==> src/rtl/dec_pkg.sv <==
// Shared types, constants and the day-of-year table for the expiry date classifier.
// No dependencies; every other rtl file imports this package.
package dec_pkg;

    // Pipeline depth: five work stages plus the output register
    localparam int NUM_STAGES = 6;

    // Field widths
    localparam int YEAR_W   = 14;
    localparam int MONTH_W  = 4;
    localparam int DAY_W    = 5;
    localparam int NOW_W    = 64;
    localparam int WARN_W   = 16;
    localparam int STATUS_W = 2;

    // Internal widths: day numbers, second-domain thresholds and day-of-year bases
    localparam int DNUM_W   = 25;
    localparam int SEC_W    = 43;
    localparam int DOYB_W   = 9;

    // Era-based civil calendar constants
    localparam logic [10:0]              ERA_RECIP    = 11'd1311;   // ~2^15/25
    localparam logic signed [15:0]       YEARS_PER_ERA = 16'sd400;
    localparam logic signed [DNUM_W-1:0] DAYS_PER_ERA = 25'sd146097;
    localparam logic signed [DNUM_W-1:0] EPOCH_SHIFT  = 25'sd719468;
    localparam logic [17:0]              DAYS_PER_YEAR = 18'd365;
    localparam logic signed [SEC_W-1:0]  SEC_PER_DAY  = 43'sd86400;

    typedef logic [NUM_STAGES-1:0] t_stage_vec;

    typedef enum logic [STATUS_W-1:0] {
        VALIDITY_VALID   = 2'd0,
        VALIDITY_SOON    = 2'd1,
        VALIDITY_EXPIRED = 2'd2
    } t_validity;

    // Day-number bounds handed from the calendar stages to the compare stages
    typedef struct packed {
        logic signed [DNUM_W-1:0] exp_day;   // expiry day + 1
        logic signed [DNUM_W-1:0] soon_day;  // expiry day - window
    } t_day_bounds;

    // Days from March 1 to the first of shifted month mp: (153*mp + 2) / 5
    function automatic logic [DOYB_W-1:0] doy_base(input logic [MONTH_W-1:0] mp);
        logic [DOYB_W-1:0] v;
        case (mp)
            4'd0:    v = 9'd0;
            4'd1:    v = 9'd31;
            4'd2:    v = 9'd61;
            4'd3:    v = 9'd92;
            4'd4:    v = 9'd122;
            4'd5:    v = 9'd153;
            4'd6:    v = 9'd184;
            4'd7:    v = 9'd214;
            4'd8:    v = 9'd245;
            4'd9:    v = 9'd275;
            4'd10:   v = 9'd306;
            4'd11:   v = 9'd337;
            4'd12:   v = 9'd367;
            default: v = 9'd0;
        endcase
        return v;
    endfunction

endpackage

==> src/rtl/date_expiry_classifier.sv <==
// Top level of the expiry date classifier: ports, window register and the pipeline parts.
// Depends on dec_pkg, dec_pipe_ctrl, dec_civil_days and dec_expiry_cmp.
//
//   channel   handshake            payload
//   input     i_valid / o_ready    i_expiry_year, i_expiry_month, i_expiry_day, i_now_seconds
//   output    o_valid / i_ready    o_validity
//   config    i_cfg_we             i_cfg_wdata (warning window in days)
//
// Six register stages; with i_ready high, one item is taken every cycle. The calendar
// multiplies and the scaling to seconds set the stage split. Reset is synchronous, active
// low, clears the valid bits and the window register. A stall at the output holds each
// stage that is full; empty stages keep filling, so input is taken while a result waits.
module date_expiry_classifier import dec_pkg::*; (
    input  logic                    i_clk,
    input  logic                    i_rst_n,
    input  logic                    i_cfg_we,
    input  logic [WARN_W-1:0]       i_cfg_wdata,
    input  logic                    i_valid,
    output logic                    o_ready,
    input  logic [YEAR_W-1:0]       i_expiry_year,
    input  logic [MONTH_W-1:0]      i_expiry_month,
    input  logic [DAY_W-1:0]        i_expiry_day,
    input  logic signed [NOW_W-1:0] i_now_seconds,
    output logic                    o_valid,
    input  logic                    i_ready,
    output logic [STATUS_W-1:0]     o_validity
);

    logic [WARN_W-1:0] r_warn_days;
    t_stage_vec        en;
    t_day_bounds       bounds;
    t_validity         validity;

    // Warning window register
    always_ff @(posedge i_clk) begin
        if (!i_rst_n) begin
            r_warn_days <= '0;
        end else if (i_cfg_we) begin
            r_warn_days <= i_cfg_wdata;
        end
    end

    dec_pipe_ctrl u_ctrl (
        .i_clk   (i_clk),
        .i_rst_n (i_rst_n),
        .i_valid (i_valid),
        .o_ready (o_ready),
        .o_valid (o_valid),
        .i_ready (i_ready),
        .o_en    (en)
    );

    dec_civil_days u_civil (
        .i_clk       (i_clk),
        .i_en        (en),
        .i_year      (i_expiry_year),
        .i_month     (i_expiry_month),
        .i_day       (i_expiry_day),
        .i_warn_days (r_warn_days),
        .o_bounds    (bounds)
    );

    dec_expiry_cmp u_cmp (
        .i_clk      (i_clk),
        .i_en       (en),
        .i_now      (i_now_seconds),
        .i_bounds   (bounds),
        .o_validity (validity)
    );

    assign o_validity = validity;

endmodule

==> src/rtl/dec_pipe_ctrl.sv <==
// Valid bits and per-stage load enables for the classifier pipeline.
// Depends on dec_pkg. Bubbles are squeezed out: a stage loads when empty or moving on.
module dec_pipe_ctrl import dec_pkg::*; (
    input  logic       i_clk,
    input  logic       i_rst_n,
    input  logic       i_valid,
    output logic       o_ready,
    output logic       o_valid,
    input  logic       i_ready,
    output t_stage_vec o_en
);

    t_stage_vec r_valid;
    t_stage_vec n_valid;
    t_stage_vec en;

    // Enable chain, from the output register back to the input
    always_comb begin
        en[NUM_STAGES-1] = !r_valid[NUM_STAGES-1] || i_ready;
        for (int k = NUM_STAGES - 2; k >= 0; k--) begin
            en[k] = !r_valid[k] || en[k+1];
        end
        n_valid = r_valid;
        if (en[0]) begin
            n_valid[0] = i_valid;
        end
        for (int k = 1; k < NUM_STAGES; k++) begin
            if (en[k]) begin
                n_valid[k] = r_valid[k-1];
            end
        end
    end

    always_ff @(posedge i_clk) begin
        if (!i_rst_n) begin
            r_valid <= '0;
        end else begin
            r_valid <= n_valid;
        end
    end

    assign o_en    = en;
    assign o_ready = en[0];
    assign o_valid = r_valid[NUM_STAGES-1];

endmodule

==> src/rtl/dec_civil_days.sv <==
// Calendar stages: expiry date to day number since 1970-01-01, then the two day bounds.
// Depends on dec_pkg. Uses load enables for stages 0 to 3.
module dec_civil_days import dec_pkg::*; (
    input  logic                 i_clk,
    input  t_stage_vec           i_en,
    input  logic [YEAR_W-1:0]    i_year,
    input  logic [MONTH_W-1:0]   i_month,
    input  logic [DAY_W-1:0]     i_day,
    input  logic [WARN_W-1:0]    i_warn_days,
    output t_day_bounds          o_bounds
);

    // Stage 0: shifted year, era, day of year
    logic                        early;
    logic signed [14:0]          y_s;
    logic [20:0]                 era_prod;
    logic signed [6:0]           era_0;
    logic [MONTH_W-1:0]          mp;
    logic signed [9:0]           doy_0;

    logic signed [14:0]          r_s0_y;
    logic signed [6:0]           r_s0_era;
    logic signed [9:0]           r_s0_doy;

    assign early    = (i_month <= 4'd2);
    assign y_s      = $signed({1'b0, i_year}) - (early ? 15'sd1 : 15'sd0);
    // floor(y/400) = floor((y>>4)/25), reciprocal multiply exact for y < 16384
    assign era_prod = 21'(y_s[13:4]) * 21'(ERA_RECIP);
    assign era_0    = y_s[14] ? -7'sd1 : $signed({1'b0, era_prod[20:15]});
    assign mp       = early ? (i_month + 4'd9) : (i_month - 4'd3);
    assign doy_0    = $signed({1'b0, doy_base(mp)}) + $signed({5'b0, i_day}) - 10'sd1;

    always_ff @(posedge i_clk) begin
        if (i_en[0]) begin
            r_s0_y   <= y_s;
            r_s0_era <= era_0;
            r_s0_doy <= doy_0;
        end
    end

    // Stage 1: year of era and day offset of the era
    logic signed [15:0]          yoe_w;
    logic [8:0]                  r_s1_yoe;
    logic signed [DNUM_W-1:0]    r_s1_era_days;
    logic signed [9:0]           r_s1_doy;

    assign yoe_w = 16'(r_s0_y) - 16'(r_s0_era) * YEARS_PER_ERA;

    always_ff @(posedge i_clk) begin
        if (i_en[1]) begin
            r_s1_yoe      <= yoe_w[8:0];
            r_s1_era_days <= DNUM_W'(r_s0_era) * DAYS_PER_ERA;
            r_s1_doy      <= r_s0_doy;
        end
    end

    // Stage 2: day of era
    logic [1:0]                  cent;
    logic [17:0]                 doe_u;
    logic signed [18:0]          doe;
    logic signed [18:0]          r_s2_doe;
    logic signed [DNUM_W-1:0]    r_s2_era_days;

    always_comb begin
        if (r_s1_yoe >= 9'd300) begin
            cent = 2'd3;
        end else if (r_s1_yoe >= 9'd200) begin
            cent = 2'd2;
        end else if (r_s1_yoe >= 9'd100) begin
            cent = 2'd1;
        end else begin
            cent = 2'd0;
        end
    end

    assign doe_u = 18'(r_s1_yoe) * DAYS_PER_YEAR + 18'(r_s1_yoe[8:2]) - 18'(cent);
    assign doe   = $signed({1'b0, doe_u}) + 19'(r_s1_doy);

    always_ff @(posedge i_clk) begin
        if (i_en[2]) begin
            r_s2_doe      <= doe;
            r_s2_era_days <= r_s1_era_days;
        end
    end

    // Stage 3: day number, then the expired and expiring-soon bounds
    logic signed [DNUM_W-1:0]    days;
    t_day_bounds                 r_s3_bounds;

    assign days = r_s2_era_days + DNUM_W'(r_s2_doe) - EPOCH_SHIFT;

    always_ff @(posedge i_clk) begin
        if (i_en[3]) begin
            r_s3_bounds.exp_day  <= days + 25'sd1;
            r_s3_bounds.soon_day <= days - $signed({9'b0, i_warn_days});
        end
    end

    assign o_bounds = r_s3_bounds;

endmodule

==> src/rtl/dec_expiry_cmp.sv <==
// Compare stages: day bounds scaled to seconds, then checked against the current time.
// Depends on dec_pkg. Holds the delay line for the time field and the output register.
module dec_expiry_cmp import dec_pkg::*; (
    input  logic                    i_clk,
    input  t_stage_vec              i_en,
    input  logic signed [NOW_W-1:0] i_now,
    input  t_day_bounds             i_bounds,
    output t_validity               o_validity
);

    // Time field travels alongside stages 0 to 4
    logic signed [NOW_W-1:0] r_now [NUM_STAGES-1];

    always_ff @(posedge i_clk) begin
        if (i_en[0]) begin
            r_now[0] <= i_now;
        end
        for (int k = 1; k < NUM_STAGES - 1; k++) begin
            if (i_en[k]) begin
                r_now[k] <= r_now[k-1];
            end
        end
    end

    // Stage 4: floor(now/86400) >= d  <=>  now >= d*86400
    logic signed [SEC_W-1:0] r_s4_exp_sec;
    logic signed [SEC_W-1:0] r_s4_soon_sec;

    always_ff @(posedge i_clk) begin
        if (i_en[4]) begin
            r_s4_exp_sec  <= SEC_W'(i_bounds.exp_day) * SEC_PER_DAY;
            r_s4_soon_sec <= SEC_W'(i_bounds.soon_day) * SEC_PER_DAY;
        end
    end

    // Stage 5: classify into the output register
    logic      expired;
    logic      soon;
    t_validity n_validity;
    t_validity r_validity;

    assign expired = r_now[NUM_STAGES-2] >= NOW_W'(r_s4_exp_sec);
    assign soon    = r_now[NUM_STAGES-2] >= NOW_W'(r_s4_soon_sec);

    always_comb begin
        if (expired) begin
            n_validity = VALIDITY_EXPIRED;
        end else if (soon) begin
            n_validity = VALIDITY_SOON;
        end else begin
            n_validity = VALIDITY_VALID;
        end
    end

    always_ff @(posedge i_clk) begin
        if (i_en[NUM_STAGES-1]) begin
            r_validity <= n_validity;
        end
    end

    assign o_validity = r_validity;

endmodule
==> config.mk <==
export PLATFORM = sky130hd
export DESIGN_NAME = date_expiry_classifier
export DESIGN_NICKNAME = d
export VERILOG_FILES = /design/src/rtl/dec_pkg.sv /design/src/rtl/date_expiry_classifier.sv /design/src/rtl/dec_pipe_ctrl.sv /design/src/rtl/dec_civil_days.sv /design/src/rtl/dec_expiry_cmp.sv
export SDC_FILE = /design/constraint.sdc
export NUM_CORES = 2
export LEC_CHECK = 0
export BUFFER_PORTS_ARGS = -buffer_cell sky130_fd_sc_hd__buf_2
export CORE_MARGIN = 3
export CORE_UTILIZATION = 65
export CTS_CLUSTER_SIZE = 12
export DETAILED_ROUTE_END_ITERATION = 10
export GPL_TIMING_DRIVEN = 0
export PLACE_DENSITY_LB_ADDON = 0.12
export SYNTH_ARGS = -nofsm -noshare
export SYNTH_HDL_FRONTEND = slang
export SYNTH_HIERARCHICAL = 1
export SYNTH_SLANG_ARGS = --single-unit
==> constraint.sdc <==
create_clock -name i_clk -period 10.4 [get_ports i_clk]
set_clock_uncertainty 0.2 [all_clocks]
set_input_delay 0 -clock i_clk [delete_from_list [all_inputs] [get_ports i_clk]]
set_output_delay 0 -clock i_clk [all_outputs]
set_load 0.03 [all_outputs]
==> run metrics <==
final worst slack 2450 ps; CTS sink count 580; WS Path Type reg -> reg; Reg clk slew, reported paths 60 ps; initial antenna violation count 3; GPL Wtd Cong 0.944; Initial Utilization 65.8%; slowest stage delay, CP 720 ps; f_max 126 MHz; Total GRT Usage 27.4%; sequential-to-total area share from yosys stat 42.3%; Max FO, Critical Path 8; slowest library cell on the worst path edfxtp_1; Die Ht 256 um; Post-CTS Setup Inserts 0; Worst-Skew Late Latency 600 ps; IO Port Bufs 109; Post-synth top cells 720 x inv_1, 656 x ha_1, 558 x edfxtp_1, 229 x fa_1, 170 x a21oi_1; average cell area after synthesis 11.9 um2; unrepaired setup endpoints after global routing no; clock root cell clkbuf_16; die area 65,600 um2; WL final 88,100 um; Max Slew Vio Count 0; Die X 256 um; FP Rows 91; mapped cell area 40,700 um2; fin nets 4,813; Via density 5.58; Post-synth EDFFs 558; status completed; final hold viol count 0; DR WL/cell 18.7 um; drt drc 0; final setup fails 0; Period minus WS final 7950 ps; I/O pin count 112; Yosys top cell by area edfxtp_1; max_cap viols 0; Placeable Area 61,800 um2; Hold-fix buffers, CTS 215; top cell type's share of synthesized area 41.2%; post_cts resized 0; pre-CTS setup slack 2550 ps; Post-synth top flop edfxtp_1; Post-Route Setup TNS 0 ps; Yosys reg bits 580; Cells after Synth 3,422; number of distinct library cells after synthesis 91; Slew HR 31.6%; antenna viol nets, final 0; area grow syn2layout 14.8%; share of cells above drive strength 1 6.73%; WP data arrival 8060 ps; total CTS buffers 66; GRT overflow 0; CTS H-tree depth 3; Worst Setup End Kind flip-flop; first-pass GRT wire length 142,000 um; placed cell count 4,373; dominant cells by area after synthesis edfxtp_1 41%, ha_1 20%, fa_1 11%; dpl hpwl 63,600 um; Worst EP required 10,510 ps; Initial DRC Count 1,507; TritonRoute pass-1 iters 5; Post-Syn Nets 4,415; fin crit share 76.4%; ys async rst share 0%; worst-margin pin slew 1010 ps; vias in the first global route 28,300; synth warn 6; top-count cell post-synth inv_1; largest net degree at the start of global routing 91; CP Launch Type flip-flop; CTS tree done; type of the worst min-delay path in -> reg; Vias 26,300; Clock Tree Buf Depth 3; Post-Layout Cell Count 4,701
per-layer routing:
layer / track usage, % / vias to the layer above / share of wire [%]
met3: 3.35 / 211 / 4.3
met5: 0 / - / 0
met2: 50.0 / 709 / 52
met1: 32.6 / 12800 / 40
met4: 12.0 / 0 / 4.4
li1: - / 12600 / -
area by class of cell:
| type | count | area (um2) |
|---|---|---|
| Fill cell | 3980 | 15100 |
| Inverter | 721 | 2710 |
| Antenna cell | 2 | 5.00 |
| Timing Repair Buffer | 330 | 2840 |
| Clock inverter | 31 | 350 |
| Sequential cell | 580 | 17200 |
| Multi-Input combinational cell | 2104 | 20700 |
| Clock buffer | 79 | 1740 |
| Tap cell | 837 | 1050 |
| Buffer | 17 | 92.6 |
worst paths after layout:
| check | to | cells past startpoint | slack [ps] | start |
|---|---|---|---|---|
| hold reg to reg | u_cmp/r_now[0][138] | 0 | 220 | u_cmp/r_now[0][74] |
| setup / recovery | u_civil/r_s2_doe[18] | 34 | 2450 | u_civil/r_s1_yoe[4] |
| setup reg to reg | u_civil/r_s2_doe[18] | 34 | 2450 | u_civil/r_s1_yoe[4] |
| hold / removal | u_civil/r_s0_doy[6] | 5 | 40 | i_expiry_month[0] |
flip-flops by register name, summed over array words and instances (netlist names):
name                   count
u_civil/r_s0_doy          10
u_ctrl/r_valid             6
u_civil/r_s0_y             9
u_civil/o_bounds          50
u_civil/r_s1_era_days     25
u_civil/r_s2_era_days     25
u_civil/r_s2_doe          19
u_civil/r_s1_doy          10
u_cmp/r_s4_exp_sec        36
u_civil/r_s1_yoe           9
u_civil/r_s0_era           7
u_cmp/r_now              320
u_cmp/o_validity           2
r_warn_days               16
u_cmp/r_s4_soon_sec       36
cells by family (layout without fill, tap and decap cells):
group | after synthesis | in the layout | share of synthesized area [%]
AO/OA/AOI/OAI | 516 | 516 | 8.37
XOR/XNOR | 204 | 204 | 4.45
adder cells (fa/ha/maj) | 885 | 885 | 31.4
buffers and inverters | 738 | 1178 | 6.88
flip-flops | 580 | 580 | 42.3
multiplexers | 22 | 22 | 0.547
other | 0 | 2 | 0
AND/OR/NAND/NOR | 477 | 477 | 6.04
placed cells by master (no fill, tap or decap), types with 27 or more instances in the layout:
| cell | count |
|---|---|
| a21o_1 | 70 |
| a21oi_1 | 170 |
| buf_2 | 110 |
| clkbuf_16 | 67 |
| dlygate4sd3_1 | 215 |
| edfxtp_1 | 558 |
| fa_1 | 229 |
| ha_1 | 656 |
| inv_1 | 719 |
| nand2_1 | 99 |
| nand3_1 | 43 |
| nand4_1 | 44 |
| nor2_1 | 115 |
| nor2b_1 | 50 |
| nor3_1 | 27 |
| o21a_1 | 28 |
| o21ai_0 | 85 |
| xnor2_1 | 154 |
| xor2_1 | 47 |
stage by stage:
stage               hold WS, ps  instance area, um2  utilization, %
finish                     40.9               46700            75.5
global route               70.1               46700            75.5
CTS                        11.4               46700            75.5
detailed placement        -21.9               42400            68.6
global placement          -23.9               42300            68.4
floorplan                  -101               40700               -
critical path, delay by kind of cell (launching register included):
kind | cells | cell delay [ps]
AND/OR/NAND/NOR | 5 | 1130
flip-flops | 1 | 720
buffers and inverters | 6 | 470
XOR/XNOR | 2 | 260
adder cells (fa/ha/maj) | 8 | 2290
AO/OA/AOI/OAI | 13 | 2570
Power is left out: the tool's default activity adds up to more than one toggle a clock period on the data nets, which glitch-free logic cannot reach.
